`config.mk`:
```
export PLATFORM = sky130hd
export DESIGN_NAME = pid_axis_controller_top_flat
export DESIGN_NICKNAME = d
export VERILOG_FILES = /design/src/rtl/pac_pkg.sv /design/src/rtl/pac_item_if.sv /design/src/rtl/pac_result_if.sv /design/src/rtl/pac_cfg_if.sv /design/src/rtl/pac_mul.sv /design/src/rtl/pac_div.sv /design/src/rtl/pid_axis_controller_top.sv /design/src/flat_wrapper.sv
export VERILOG_INCLUDE_DIRS = /design/src /design/src/rtl
export SDC_FILE = /design/constraint.sdc
export NUM_CORES = 2
export LEC_CHECK = 0
export ABC_AREA = 0
export BUFFER_PORTS_ARGS = -buffer_cell sky130_fd_sc_hd__buf_4
export CAP_MARGIN = 20
export CORE_MARGIN = 4
export CORE_UTILIZATION = 35
export DETAILED_ROUTE_END_ITERATION = 8
export PLACE_DENSITY = 0.62
export SLEW_MARGIN = 40
export SYNTH_ARGS = -nofsm -noshare
export SYNTH_HDL_FRONTEND = slang
export SYNTH_SLANG_ARGS = --single-unit
```
`constraint.sdc`:
```
create_clock -name clk -period 13.75 [get_ports clk]
set_clock_uncertainty 0.1 [all_clocks]
set_input_delay 0.6875 -clock clk [delete_from_list [all_inputs] [get_ports clk]]
set_output_delay 0.6875 -clock clk [all_outputs]
set_load 0.02 [all_outputs]
```
`src/rtl/pid_axis_controller_top_assert.svh`:
```
// Assertion macros shared by the PID axis controller RTL.
`ifndef PID_AXIS_CONTROLLER_TOP_ASSERT_SVH
`define PID_AXIS_CONTROLLER_TOP_ASSERT_SVH

// cond must hold at every edge outside reset
`define PAC_ASSERT_HOLDS(lbl, cond) \
  lbl: assert property (@(posedge clk) disable iff (rst) (cond)) \
    else $error("pac assertion failed");

// ante at one edge implies cons at the next
`define PAC_ASSERT_NEXT(lbl, ante, cons) \
  lbl: assert property (@(posedge clk) disable iff (rst) (ante) |=> (cons)) \
    else $error("pac assertion failed");

`endif

```
`src/rtl/pac_pkg.sv`:
```
// Package: widths, register codes, reset values and types of the PID axis controller.
package pac_pkg;
  localparam int DATA_W = 32;
  localparam int FRAC_W = 16;
  localparam int DT_W   = 20;
  localparam int IDX_W  = 3;
  localparam int NUM_W  = DATA_W + 1 + DT_W;
  localparam int DEN_W  = DT_W + 1;
  localparam int LIM_W  = DATA_W - 1;

  localparam logic [IDX_W-1:0] REG_PROP_GAIN  = 3'd0;
  localparam logic [IDX_W-1:0] REG_INTEG_GAIN = 3'd1;
  localparam logic [IDX_W-1:0] REG_DERIV_GAIN = 3'd2;
  localparam logic [IDX_W-1:0] REG_INTEG_LIM  = 3'd3;
  localparam logic [IDX_W-1:0] REG_OUT_LIM    = 3'd4;
  localparam logic [IDX_W-1:0] REG_FILT_TAU   = 3'd5;

  localparam logic [DATA_W-1:0] PROP_GAIN_RST  = 32'd9830400;
  localparam logic [DATA_W-1:0] INTEG_GAIN_RST = 32'd655360;
  localparam logic [DATA_W-1:0] DERIV_GAIN_RST = 32'd327680;
  localparam logic [LIM_W-1:0]  INTEG_LIM_RST  = 31'd294912000;
  localparam logic [LIM_W-1:0]  OUT_LIM_RST    = 31'd901120000;
  localparam logic [DT_W-1:0]   FILT_TAU_RST   = 20'd5563;

  // 0.0001 s in Q0.20, rounded
  localparam logic [DT_W-1:0] DT_MIN = 20'd105;

  typedef struct packed {
    logic start;
    logic dt_shift;
  } mul_ctl_t;
endpackage

```
`src/rtl/pac_item_if.sv`:
```
// Input channel interface: compute and prime transactions.
interface pac_item_if import pac_pkg::*; ();
  logic                     valid;
  logic                     ready;
  logic                     op;
  logic signed [DATA_W-1:0] setpoint;
  logic signed [DATA_W-1:0] measured;
  logic [DT_W-1:0]          step_time;

  modport source (output valid, op, setpoint, measured, step_time, input ready);
  modport sink (input valid, op, setpoint, measured, step_time, output ready);
endinterface

```
`src/rtl/pac_result_if.sv`:
```
// Result channel interface: controller output transactions.
interface pac_result_if import pac_pkg::*; ();
  logic                     valid;
  logic                     ready;
  logic signed [DATA_W-1:0] drive;
  logic                     clamped;

  modport source (output valid, drive, clamped, input ready);
  modport sink (input valid, drive, clamped, output ready);
endinterface

```
`src/rtl/pac_cfg_if.sv`:
```
// Configuration write channel interface.
interface pac_cfg_if import pac_pkg::*; ();
  logic              valid;
  logic              ready;
  logic [IDX_W-1:0]  index;
  logic [DATA_W-1:0] data;

  modport source (output valid, index, data, input ready);
  modport sink (input valid, index, data, output ready);
endinterface

```
`src/rtl/pac_mul.sv`:
```
// Shared multiply unit: signed value times unsigned gain, rounded shift, saturate.
module pac_mul import pac_pkg::*; (
  input  logic                     clk,
  input  logic                     rst,
  input  mul_ctl_t                 ctl,
  input  logic signed [DATA_W:0]   a,
  input  logic [DATA_W-1:0]        g,
  output logic                     done,
  output logic signed [DATA_W-1:0] res
);
  logic [DATA_W:0]     amag;
  logic [2*DATA_W-1:0] pp;
  logic [2*DATA_W:0]   prod_next;
  logic [2*DATA_W:0]   prod;
  logic                neg;
  logic                shsel;
  logic                busy;
  logic [2*DATA_W+1:0] rnd;
  logic [2*DATA_W+1:0] shifted;
  logic [DATA_W:0]     lim;
  logic [DATA_W:0]     mres;
  logic [DATA_W:0]     sres;

  always_comb begin
    amag = a[DATA_W] ? (~a + 1'b1) : a;
    pp = amag[DATA_W-1:0] * g;
    prod_next = {1'b0, pp} +
                (amag[DATA_W] ? {1'b0, g, {DATA_W{1'b0}}} : {(2*DATA_W+1){1'b0}});
    rnd = {1'b0, prod} + (shsel ? ((2*DATA_W+2)'(1) << (DT_W - 1))
                                : ((2*DATA_W+2)'(1) << (FRAC_W - 1)));
    shifted = shsel ? (rnd >> DT_W) : (rnd >> FRAC_W);
    lim = neg ? ((DATA_W+1)'(1) << (DATA_W - 1)) : (((DATA_W+1)'(1) << (DATA_W - 1)) - 1'b1);
    mres = (shifted > {{(DATA_W+1){1'b0}}, lim}) ? lim : shifted[DATA_W:0];
    sres = neg ? (~mres + 1'b1) : mres;
  end

  always_ff @(posedge clk) begin
    if (ctl.start) begin
      prod  <= prod_next;
      neg   <= a[DATA_W];
      shsel <= ctl.dt_shift;
    end
    if (busy) begin
      res <= sres[DATA_W-1:0];
    end
  end

  always_ff @(posedge clk) begin
    if (rst) begin
      busy <= 1'b0;
      done <= 1'b0;
    end else begin
      busy <= ctl.start;
      done <= busy;
    end
  end
endmodule

```
`src/rtl/pac_div.sv`:
```
// Shared radix-2 restoring divider, one quotient bit per cycle.
module pac_div import pac_pkg::*; (
  input  logic             clk,
  input  logic             rst,
  input  logic             start,
  input  logic [NUM_W-1:0] num,
  input  logic [DEN_W-1:0] den,
  output logic             done,
  output logic [NUM_W-1:0] quo
);
  localparam int CNT_W = $clog2(NUM_W);

  logic [DEN_W-1:0] rem;
  logic [DEN_W-1:0] dreg;
  logic [CNT_W-1:0] cnt;
  logic             busy;
  logic [DEN_W:0]   trial;
  logic             qbit;
  logic [DEN_W:0]   diff;

  always_comb begin
    trial = {rem, quo[NUM_W-1]};
    diff  = trial - {1'b0, dreg};
    qbit  = (trial >= {1'b0, dreg});
  end

  always_ff @(posedge clk) begin
    if (start) begin
      quo  <= num;
      rem  <= '0;
      dreg <= den;
    end else if (busy) begin
      rem <= qbit ? diff[DEN_W-1:0] : trial[DEN_W-1:0];
      quo <= {quo[NUM_W-2:0], qbit};
    end
  end

  always_ff @(posedge clk) begin
    if (rst) begin
      busy <= 1'b0;
      done <= 1'b0;
      cnt  <= '0;
    end else begin
      done <= 1'b0;
      if (start) begin
        busy <= 1'b1;
        cnt  <= CNT_W'(NUM_W - 1);
      end else if (busy) begin
        cnt <= cnt - 1'b1;
        if (cnt == '0) begin
          busy <= 1'b0;
          done <= 1'b1;
        end
      end
    end
  end
endmodule

```
`src/rtl/pid_axis_controller_top.sv`:
```
// PID axis controller top level: register file, step sequencer and controller state.
// A compute transaction runs five passes through the shared multiply unit and two passes
// through the shared radix-2 divider (derivative rate and filter coefficient), then waits
// in the sum state until the output register is free. A prime transaction gives no result.
// The input is ready only while the sequencer is idle; a finished result waits in the
// output register and does not hold off the next transaction.
`include "pid_axis_controller_top_assert.svh"

module pid_axis_controller_top import pac_pkg::*; (
  input  logic         clk,
  input  logic         rst,
  pac_item_if.sink     in_ch,
  pac_result_if.source out_ch,
  pac_cfg_if.sink      cfg
);
  localparam logic [3:0] ST_IDLE  = 4'd0;
  localparam logic [3:0] ST_PMUL  = 4'd1;
  localparam logic [3:0] ST_IMUL  = 4'd2;
  localparam logic [3:0] ST_ITERM = 4'd3;
  localparam logic [3:0] ST_RDIV  = 4'd4;
  localparam logic [3:0] ST_DMUL  = 4'd5;
  localparam logic [3:0] ST_ADIV  = 4'd6;
  localparam logic [3:0] ST_FMUL  = 4'd7;
  localparam logic [3:0] ST_SUM   = 4'd8;

  localparam logic signed [DATA_W+1:0] FD_MAX = {3'b000, {(DATA_W-1){1'b1}}};
  localparam logic signed [DATA_W+1:0] FD_MIN = {3'b111, {(DATA_W-1){1'b0}}};

  logic [DATA_W-1:0] prop_gain, integ_gain, deriv_gain;
  logic [LIM_W-1:0]  integral_limit, output_limit;
  logic [DT_W-1:0]   filter_tau;

  logic signed [DATA_W-1:0] integral_acc, prev_measured, filtered_deriv;
  logic signed [DATA_W-1:0] ms, pterm, iterm, rate, raw;
  logic signed [DATA_W:0]   err;
  logic [DT_W-1:0]          dt;
  logic [DT_W:0]            alpha;
  logic [3:0]               state;
  logic                     issued;

  mul_ctl_t                 mctl;
  logic signed [DATA_W:0]   ma;
  logic [DATA_W-1:0]        mg;
  logic                     mdone;
  logic signed [DATA_W-1:0] mres;
  logic                     dstart;
  logic [NUM_W-1:0]         dnum;
  logic [DEN_W-1:0]         dden;
  logic                     ddone;
  logic [NUM_W-1:0]         dquo;

  logic                     in_acc;
  logic signed [DATA_W:0]   delta;
  logic [DATA_W:0]          dmag;
  logic signed [DATA_W+1:0] isum, fsum, osum, ilim_x, olim_x, drv_x;
  logic signed [DATA_W-1:0] acc_next, fd_next, sum_next;
  logic [NUM_W-1:0]         rlim;
  logic [NUM_W-1:0]         rsat;
  logic [DATA_W-1:0]        rate_next;
  logic                     clamp_next;
  logic                     out_free;

  assign in_acc = in_ch.valid && in_ch.ready;
  assign in_ch.ready = (state == ST_IDLE);
  assign cfg.ready = 1'b1;
  assign out_free = !out_ch.valid || out_ch.ready;

  always_comb begin
    mctl.start    = 1'b0;
    mctl.dt_shift = 1'b0;
    ma            = err;
    mg            = prop_gain;
    case (state)
      ST_PMUL: begin
        mctl.start = !issued;
      end
      ST_IMUL: begin
        mctl.start    = !issued;
        mctl.dt_shift = 1'b1;
        mg            = {{(DATA_W-DT_W){1'b0}}, dt};
      end
      ST_ITERM: begin
        mctl.start = !issued;
        ma         = {integral_acc[DATA_W-1], integral_acc};
        mg         = integ_gain;
      end
      ST_DMUL: begin
        mctl.start = !issued;
        ma         = {rate[DATA_W-1], rate};
        mg         = deriv_gain;
      end
      ST_FMUL: begin
        mctl.start    = !issued;
        mctl.dt_shift = 1'b1;
        ma            = {raw[DATA_W-1], raw} - {filtered_deriv[DATA_W-1], filtered_deriv};
        mg            = {{(DATA_W-DT_W-1){1'b0}}, alpha};
      end
      default: begin
        mctl.start = 1'b0;
      end
    endcase
  end

  always_comb begin
    delta = {ms[DATA_W-1], ms} - {prev_measured[DATA_W-1], prev_measured};
    dmag  = delta[DATA_W] ? (~delta + 1'b1) : delta;
    dstart = ((state == ST_RDIV) || (state == ST_ADIV)) && !issued;
    if (state == ST_RDIV) begin
      dnum = {dmag, {DT_W{1'b0}}};
      dden = {1'b0, dt};
    end else begin
      dnum = {{(NUM_W-2*DT_W){1'b0}}, dt, {DT_W{1'b0}}};
      dden = {1'b0, filter_tau} + {1'b0, dt};
    end
    rlim = delta[DATA_W] ? (NUM_W'(1) << (DATA_W - 1)) : ((NUM_W'(1) << (DATA_W - 1)) - 1'b1);
    rsat = (dquo > rlim) ? rlim : dquo;
    rate_next = delta[DATA_W] ? (~rsat[DATA_W-1:0] + 1'b1) : rsat[DATA_W-1:0];

    ilim_x = {3'b000, integral_limit};
    olim_x = {3'b000, output_limit};
    isum = {{2{integral_acc[DATA_W-1]}}, integral_acc} + {{2{mres[DATA_W-1]}}, mres};
    if (isum > ilim_x) begin
      acc_next = ilim_x[DATA_W-1:0];
    end else if (isum < -ilim_x) begin
      acc_next = DATA_W'(-ilim_x);
    end else begin
      acc_next = isum[DATA_W-1:0];
    end

    fsum = {{2{filtered_deriv[DATA_W-1]}}, filtered_deriv} + {{2{mres[DATA_W-1]}}, mres};
    if (fsum > FD_MAX) begin
      fd_next = {1'b0, {(DATA_W-1){1'b1}}};
    end else if (fsum < FD_MIN) begin
      fd_next = {1'b1, {(DATA_W-1){1'b0}}};
    end else begin
      fd_next = fsum[DATA_W-1:0];
    end

    osum = {{2{pterm[DATA_W-1]}}, pterm} + {{2{iterm[DATA_W-1]}}, iterm}
         - {{2{filtered_deriv[DATA_W-1]}}, filtered_deriv};
    clamp_next = 1'b1;
    if (osum > olim_x) begin
      sum_next = olim_x[DATA_W-1:0];
    end else if (osum < -olim_x) begin
      sum_next = DATA_W'(-olim_x);
    end else begin
      sum_next   = osum[DATA_W-1:0];
      clamp_next = 1'b0;
    end
    drv_x = {{2{out_ch.drive[DATA_W-1]}}, out_ch.drive};
  end

  pac_mul u_mul (
    .clk  (clk),
    .rst  (rst),
    .ctl  (mctl),
    .a    (ma),
    .g    (mg),
    .done (mdone),
    .res  (mres)
  );

  pac_div u_div (
    .clk   (clk),
    .rst   (rst),
    .start (dstart),
    .num   (dnum),
    .den   (dden),
    .done  (ddone),
    .quo   (dquo)
  );

  always_ff @(posedge clk) begin
    if (rst) begin
      prop_gain      <= PROP_GAIN_RST;
      integ_gain     <= INTEG_GAIN_RST;
      deriv_gain     <= DERIV_GAIN_RST;
      integral_limit <= INTEG_LIM_RST;
      output_limit   <= OUT_LIM_RST;
      filter_tau     <= FILT_TAU_RST;
    end else if (cfg.valid && cfg.ready) begin
      case (cfg.index)
        REG_PROP_GAIN:  prop_gain <= cfg.data;
        REG_INTEG_GAIN: integ_gain <= cfg.data;
        REG_DERIV_GAIN: deriv_gain <= cfg.data;
        REG_INTEG_LIM:  integral_limit <= cfg.data[LIM_W-1:0];
        REG_OUT_LIM:    output_limit <= cfg.data[LIM_W-1:0];
        REG_FILT_TAU:   filter_tau <= cfg.data[DT_W-1:0];
        default: begin
        end
      endcase
    end
  end

  always_ff @(posedge clk) begin
    if (in_acc) begin
      err <= {in_ch.setpoint[DATA_W-1], in_ch.setpoint}
           - {in_ch.measured[DATA_W-1], in_ch.measured};
      ms  <= in_ch.measured;
      dt  <= (in_ch.step_time < DT_MIN) ? DT_MIN : in_ch.step_time;
    end
    if (mdone && (state == ST_PMUL)) begin
      pterm <= mres;
    end
    if (mdone && (state == ST_ITERM)) begin
      iterm <= mres;
    end
    if (ddone && (state == ST_RDIV)) begin
      rate <= rate_next;
    end
    if (mdone && (state == ST_DMUL)) begin
      raw <= mres;
    end
    if (ddone && (state == ST_ADIV)) begin
      alpha <= dquo[DT_W:0];
    end
    if ((state == ST_SUM) && out_free) begin
      out_ch.drive   <= sum_next;
      out_ch.clamped <= clamp_next;
    end
  end

  always_ff @(posedge clk) begin
    if (rst) begin
      state          <= ST_IDLE;
      issued         <= 1'b0;
      integral_acc   <= '0;
      prev_measured  <= '0;
      filtered_deriv <= '0;
      out_ch.valid   <= 1'b0;
    end else begin
      if (mctl.start || dstart) begin
        issued <= 1'b1;
      end
      if (out_ch.valid && out_ch.ready && !((state == ST_SUM) && out_free)) begin
        out_ch.valid <= 1'b0;
      end
      case (state)
        ST_IDLE: begin
          if (in_acc) begin
            if (in_ch.op) begin
              integral_acc  <= '0;
              prev_measured <= in_ch.measured;
            end else begin
              state <= ST_PMUL;
            end
          end
        end
        ST_PMUL: begin
          if (mdone) begin
            issued <= 1'b0;
            state  <= ST_IMUL;
          end
        end
        ST_IMUL: begin
          if (mdone) begin
            issued       <= 1'b0;
            integral_acc <= acc_next;
            state        <= ST_ITERM;
          end
        end
        ST_ITERM: begin
          if (mdone) begin
            issued <= 1'b0;
            state  <= ST_RDIV;
          end
        end
        ST_RDIV: begin
          if (ddone) begin
            issued        <= 1'b0;
            prev_measured <= ms;
            state         <= ST_DMUL;
          end
        end
        ST_DMUL: begin
          if (mdone) begin
            issued <= 1'b0;
            state  <= ST_ADIV;
          end
        end
        ST_ADIV: begin
          if (ddone) begin
            issued <= 1'b0;
            state  <= ST_FMUL;
          end
        end
        ST_FMUL: begin
          if (mdone) begin
            issued         <= 1'b0;
            filtered_deriv <= fd_next;
            state          <= ST_SUM;
          end
        end
        ST_SUM: begin
          if (out_free) begin
            out_ch.valid <= 1'b1;
            state        <= ST_IDLE;
          end
        end
        default: begin
          state <= ST_IDLE;
        end
      endcase
    end
  end

  `PAC_ASSERT_NEXT(a_busy_after_compute, in_acc && !in_ch.op, state != ST_IDLE)
  `PAC_ASSERT_HOLDS(a_drive_in_limit, !out_ch.valid || (drv_x <= olim_x && drv_x >= -olim_x))
  `PAC_ASSERT_HOLDS(a_clamp_at_limit, !out_ch.valid || !out_ch.clamped || drv_x == olim_x || drv_x == -olim_x)
  `PAC_ASSERT_HOLDS(a_one_unit_at_once, !(mctl.start && dstart))
endmodule
```
`src/flat_wrapper.sv`:
```
// flat-port wrapper written by rule: the top's interface ports become plain ports
module pid_axis_controller_top_flat import pac_pkg::*;
  (clk, rst, in_ch_valid, in_ch_op, in_ch_setpoint, in_ch_measured, in_ch_step_time, in_ch_ready, out_ch_valid, out_ch_drive, out_ch_clamped, out_ch_ready, cfg_valid, cfg_index, cfg_data, cfg_ready);
  pac_item_if in_ch_i ();
  pac_result_if out_ch_i ();
  pac_cfg_if cfg_i ();
  input  logic clk;
  input  logic rst;
  input wire logic [$bits(in_ch_i.valid)-1:0] in_ch_valid;
  input wire logic [$bits(in_ch_i.op)-1:0] in_ch_op;
  input wire logic [$bits(in_ch_i.setpoint)-1:0] in_ch_setpoint;
  input wire logic [$bits(in_ch_i.measured)-1:0] in_ch_measured;
  input wire logic [$bits(in_ch_i.step_time)-1:0] in_ch_step_time;
  output wire logic [$bits(in_ch_i.ready)-1:0] in_ch_ready;
  output wire logic [$bits(out_ch_i.valid)-1:0] out_ch_valid;
  output wire logic [$bits(out_ch_i.drive)-1:0] out_ch_drive;
  output wire logic [$bits(out_ch_i.clamped)-1:0] out_ch_clamped;
  input wire logic [$bits(out_ch_i.ready)-1:0] out_ch_ready;
  input wire logic [$bits(cfg_i.valid)-1:0] cfg_valid;
  input wire logic [$bits(cfg_i.index)-1:0] cfg_index;
  input wire logic [$bits(cfg_i.data)-1:0] cfg_data;
  output wire logic [$bits(cfg_i.ready)-1:0] cfg_ready;
  assign in_ch_i.valid = in_ch_valid;
  assign in_ch_i.op = in_ch_op;
  assign in_ch_i.setpoint = in_ch_setpoint;
  assign in_ch_i.measured = in_ch_measured;
  assign in_ch_i.step_time = in_ch_step_time;
  assign in_ch_ready = in_ch_i.ready;
  assign out_ch_valid = out_ch_i.valid;
  assign out_ch_drive = out_ch_i.drive;
  assign out_ch_clamped = out_ch_i.clamped;
  assign out_ch_i.ready = out_ch_ready;
  assign cfg_i.valid = cfg_valid;
  assign cfg_i.index = cfg_index;
  assign cfg_i.data = cfg_data;
  assign cfg_ready = cfg_i.ready;
  pid_axis_controller_top u_core (.clk(clk), .rst(rst), .in_ch(in_ch_i), .out_ch(out_ch_i), .cfg(cfg_i));
endmodule
```
Word-level counts from Yosys, hierarchy flattened. Cells that the tools add are included.

Bits in registers: 751.

Add/sub/neg operators: 18. Multipliers: 1. Magnitude comparators: 10. Equal/unequal tests: 24. Multiplexer cells: 59. Bitwise logic cells: 5. Reductions and logical operators: 37.

Operator list (count): two-way mux 32 bit (17); two-way mux 53 bit (3); one-hot mux 32 bit (2 select lines) (2); one-hot mux 32 bit (4 select lines) (1); adder 32 x 32 -> 33 bit (3); one-hot mux 33 bit (3 select lines) (1); subtractor 32 x 32 -> 33 bit (3); > comparator 34 x 32 -> 1 bit (2); < comparator 34 bit (2); negator 31 -> 34 bit (2); adder 33 x 1 -> 33 bit (second input constant) (2); adder 65 x 20 -> 66 bit (1); two-way mux 33 bit (2); NOT 33 bit (2); adder 64 x 64 -> 65 bit (1); adder 32 x 1 -> 32 bit (second input constant) (2); multiplier 32 x 32 -> 64 bit (1); two-way mux 64 bit (1); NOT 32 bit (2); > comparator 53 x 32 -> 1 bit (1); > comparator 50 x 32 -> 1 bit (1); two-way mux 50 bit (1); two-way mux 20 bit (2); two-way mux 4 bit (10); 37 further kinds (89).

Depth between registers and ports, before layout.
Word-level depth: 8. Depth in mapped cells: 47. Gate-level depth less buffers: 45.

Hierarchy. From an unflattened synthesis, not the netlist that was laid out.

Cells, all modules: 9850. Area total of the unflattened synthesis: 86795.7 µm².

Modules (own cells, without submodules): pac_mul (times used 1, cells an instance 4537, area an instance 41284.6 µm²); pid_axis_controller_top (times used 1, cells an instance 4850, area an instance 40131.0 µm²); pac_div (times used 1, cells an instance 463, area an instance 5380.2 µm²).

Least setup slack after synthesis. OpenSTA, ideal clock, no wires.

Path type: register to register. Start: reg u_core.raw[0]. End: reg u_core.u_mul.prod[56] (data pin). Setup time: 269 ps. Arrival time: 10625 ps. Data required time: 13381 ps. Path slack: 2756 ps. Cell stages (with the launch flop): 45. Buffers on the path: 1. Period minus slack after synthesis: 10994 ps. Path through: edfxtp_1 inv_1 ha_1 inv_1 fa_1 a211oi_1 o211ai_1 nand3_1 a211oi_1 or3_1 a21oi_1 xnor2_1 a21oi_1 nor3b_1 nor4b_2 a31oi_1 xor2_1 clkbuf_1 [9 not listed] fa_1 inv_1 fa_1 inv_1 ha_1 a21o_1 a21o_1 a21oi_1 o21ai_0 a21o_1 a21o_1 a21o_1 a221oi_1 o21ba_2 o21bai_1 a31oi_1 o31ai_1 xor2_1.

Longest elaborated chain between the ends: 7.

Ends and longest elaborated chain: from (decl) (line pid_axis_controller_top.sv:34) `logic signed [DATA_W-1:0] ms, pterm, iterm, rate, raw;`; from (signal assigned) (line pid_axis_controller_top.sv:212) `raw <= mres;`; subtractor 32 x 32 -> 33 bit (*) (line pid_axis_controller_top.sv:95) `ma = {raw[DATA_W-1], raw} - {filtered_deriv[DATA_W-1], filtered_deriv};`; one-hot mux 33 bit (3 select lines) (*) (line pid_axis_controller_top.sv:73) `case (state)`; NOT 33 bit (line pac_mul.sv:25) `amag = a[DATA_W] ? (~a + 1'b1) : a;`; adder 33 x 1 -> 33 bit (line pac_mul.sv:25); two-way mux 33 bit (*) (line pac_mul.sv:25); multiplier 32 x 32 -> 64 bit or two-way mux 64 bit (tied branches) (line pac_mul.sv:26, pac_mul.sv:28); adder 64 x 64 -> 65 bit (*) (line pac_mul.sv:27) `prod_next = {1'b0, pp} +`; net u_core.u_mul.prod_next[56] (line pac_mul.sv:13) `logic [2*DATA_W:0] prod_next;`; to (signal assigned) (line pac_mul.sv:39) `prod <= prod_next;`; to (decl) (line pac_mul.sv:14) `logic [2*DATA_W:0] prod;`.

The timed path passes the listed nets; every way through them passes the cells marked *. A chain may end at the register's enable or synchronous reset.

Worst setup path after layout.
Start: reg u_core.state[3]. End: reg u_core.u_mul.prod[58] (data pin).

Longest elaborated chain between the ends: 7.

Ends and longest elaborated chain: from (decl) (line pid_axis_controller_top.sv:38) `logic [3:0] state;`; from (signal assigned) (line pid_axis_controller_top.sv:225) `state <= ST_IDLE;`; from (signal assigned) (line pid_axis_controller_top.sv:245) `state <= ST_PMUL;`; from (signal assigned) (line pid_axis_controller_top.sv:252) `state <= ST_IMUL;`; == test 4 x 3 -> 1 bit or == test 4 x 2 -> 1 bit (tied branches) (line pid_axis_controller_top.sv:73); one-hot mux 33 bit (3 select lines) (line pid_axis_controller_top.sv:73); NOT 33 bit (line pac_mul.sv:25); adder 33 x 1 -> 33 bit (line pac_mul.sv:25); two-way mux 33 bit (line pac_mul.sv:25); multiplier 32 x 32 -> 64 bit or two-way mux 64 bit (tied branches) (line pac_mul.sv:26, pac_mul.sv:28); adder 64 x 64 -> 65 bit (*) (line pac_mul.sv:27); net u_core.u_mul.prod_next[58] (line pac_mul.sv:13).

Marks and branches as above.

==> impl_results.md <==
* Outcome: finished clean
* Gr usage total at 24.9%
* Post-synth EDFFs at 425
* Synth cell types at 99
* Placer congestion estimate at 0.979
* Clock insertion delay at the later pin of the skew report at 0.74 ns
* Gr ovfl total at 0
* I/O pins at 161
* Reg2Reg Depth at 38
* Slew @ Worst Pin at 0.951 ns
* WS Path Type: register to register
* CP Max Fanout at 31
* Yosys reg bits at 736
* Sequential share of the synthesized area at 21.8%
* # DRC at 0
* Final hold vios at 0
* Iteration-0 DRC count of the detailed router at 6952
* Fin util at 38.9%
* Ys async rst share at 0%
* Clk root buf: clkbuf_16
* RSZ-0062 raised after global routing: no
* Final setup vio count at 0
* Largest net degree at the start of global routing at 144
* Final WL at 327000 µm
* Most used flip-flop cell after synthesis: edfxtp_1
* Most frequent cell on the critical path: fa_1
* Syn_area_per_cell at 8.57 µm²
* Leading cell type in the layout, fill and taps excluded: inv_1
* Req. time, crit path at 14.06 ns
* Synth Cell Area at 87000 µm²
* DR pass1 iterations at 9
* Largest stage delay, worst path at 0.68 ns
* Sink Count at 736
* Die area at 257000 µm²
* Max cap viols at 0
* Tmin final at 13.02 ns
* Row cnt at 182
* NumNets Final at 12000
* Slew HR at 36.3%
* DRT antenna net count at 0
* Hold endpoint: u_core.dt[11]
* Hold depth at 1
* Arrival time worst endpoint at 13.34 ns
* Depth of the CTS H-tree at 3
* Die Wd at 507 µm
* Initial antenna violation count at 21
* Capturing element type of the critical path: register
* Setup bufs post-CTS at 0
* Slew Viols, Final at 0
* Core Area at 247000 µm²
* Num CTS Buffers at 87
* Via count at 74700
* CP Launch Type: register
* Period utilisation layout at 94.7%
* Reg2reg end: u_core.u_mul.prod[58]
* Clock buffer depth at 3
* Drt wl/cell at 24.1 µm
* Initial Utilization at 35.3%
* Vias in the first global route at 74600
* Max Clock Freq at 76.8 MHz
* Reg clk slew, reported paths at 0.06 ns
* P&R area growth vs syn at 10.2%
* First-pass GRT wire length at 485000 µm
* Slowest CP cell: dfxtp_1
* Vert. Die Dim at 507 µm
* Fin Setup TNS at 0 ns
* DR vias/cell at 5.52
* Flop-to-flop setup slack at 0.73 ns
* Worst hold path type: input port to register
* DP HPWL at 258000 µm
* Hold Crit Start: in_ch_step_time[11]
* Commonest cells after routing, fill and taps aside: 1542 x inv_1, 1422 x nand2_1, 968 x fa_1
* Synthesized Nets at 12000
* FF-to-FF Start: u_core.state[3]
* Layout cells sized above 1 at 6.57%
* Post-Syn Instances at 10200
* CTS tree: yes
* Warnings, synthesis at 0
* PortBufs at 159
[layer usage]
| layer | GRT usage [%] | wire length [µm] | up-vias | share of wire [%] |
|---|---|---|---|---|
| li1 | - | - | 33600 | - |
| met1 | 33.5 | 137000 | 37200 | 42 |
| met2 | 38.8 | 144000 | 3293 | 44 |
| met3 | 5.10 | 28700 | 662 | 8.8 |
| met4 | 11.0 | 17200 | 6 | 5.3 |
| met5 | 0 | 37 | - | 0.011 |
[cells by family (layout without fill, tap and decap cells)]
group | Yosys count | in the layout | share of synthesized area [%]
AOI/OAI and AO/OA | 1789 | 1789 | 13.3
buffers and inverters | 2016 | 2088 | 8.75
muxes | 203 | 203 | 2.35
xor gates and xnor gates | 388 | 388 | 3.90
adders and majority gates | 1707 | 1707 | 32.8
and+or+nand+nor | 3319 | 3319 | 17.0
other | 1 | 4 | 0.00431
DFF | 736 | 736 | 21.8
[registers in the layout, indices dropped and copies added (netlist names), 6 cells and up]
signal,cells
u_core.u_div.rem,21
u_core.out_ch.drive,32
u_core.dt,20
u_core.u_div.cnt,6
u_core.filtered_deriv,32
u_core.alpha,21
u_core.u_mul.res,32
u_core.pterm,32
u_core.filter_tau,20
u_core.err,33
u_core.output_limit,31
u_core.prev_measured,32
u_core.deriv_gain,32
u_core.rate,32
u_core.iterm,32
u_core.ms,32
u_core.raw,32
u_core.u_div.quo,53
u_core.integral_limit,31
u_core.prop_gain,32
u_core.u_div.dreg,21
u_core.integ_gain,32
u_core.integral_acc,32
u_core.u_mul.prod,50
[cell type report]
type	count	area, µm²
flip-flops and latches	736	19000
clock inverters	45	400
inverters	1546	5800
well taps	3312	4140
fillers	24800	151000
clock buffers	117	2430
diodes	3	7.51
multi-input cells	7407	61100
repair buffers	380	3040
[timing repair]
action | CTS | global route
hold buffers | 11 | 0
gates resized for setup | 0 | 3
endpoints found under the hold margin | 11 | 0
setup endpoints to repair | 0 | 4
[metrics by stage]
step	cells	hold WS [ns]	setup WS, ns	instance area (µm²)
finish	13500	0.0437	0.727	95900
global route	13500	0.0216	0.0516	95900
CTS	13500	0.000193	0.698	95800
detailed placement	13400	0.347	0.832	92900
global placement	13400	0.341	0.906	92600
floorplan	10200	0.336	2.76	87000
[worst max-delay path: cells and delay by family (launching register included)]
kind | cells | cell delay (ns)
compound gates | 10 | 3.12
xor+xnor | 2 | 0.70
fa+ha+maj | 9 | 4.49
buf+inv | 7 | 0.97
flops | 1 | 0.68
simple gates | 10 | 2.63
[how the worst max path moves through the flow]
| stage | startpoint | endpoint | slack (ns) | cells past startpoint |
|---|---|---|---|---|
| finish | u_core.state[3] | u_core.u_mul.prod[58] | 0.73 | 38 |
| global route | u_core.raw[0] | u_core.u_mul.prod[62] | 0.05 | 42 |
| CTS | u_core.state[3] | u_core.u_mul.prod[62] | 0.70 | 38 |
| detailed placement | u_core.state[3] | u_core.u_mul.prod[62] | 0.83 | 38 |
| global placement | u_core.filtered_deriv[1] | u_core.u_mul.prod[62] | 0.91 | 41 |
| floorplan | u_core.raw[0] | u_core.u_mul.prod[56] | 2.76 | 44 |
[synth_stat cells (all sizes together) (35+ instances only)]
cell type	n	area share [%]
a311oi	40	0.40
nor4	43	0.31
mux2i	192	2.2
or2	37	0.27
o21ai	282	1.6
nand4	99	0.71
and2	86	0.62
ha	708	10
nand3	123	0.71
o31ai	51	0.44
xor2	130	1.3
a211oi	104	0.90
nor3	133	0.79
edfxtp	425	15
o21bai	40	0.35
buf	54	0.29
a22oi	57	0.49
nand2	1427	6.2
or3	48	0.35
o21a	64	0.55
fa	968	22
a21oi	580	3.3
a21o	196	1.7
nand2b	102	0.73
clkbuf	416	1.8
dfxtp	311	7.2
a31oi	53	0.40
and4	37	0.37
nor2	950	4.1
nand3b	35	0.30
and3	56	0.41
xnor2	258	2.6
inv	1545	6.7
nor2b	78	0.56
o211ai	45	0.39
Power is not shown: default switching activity piles up to over one toggle a cycle in this logic, so the estimate is an artifact.
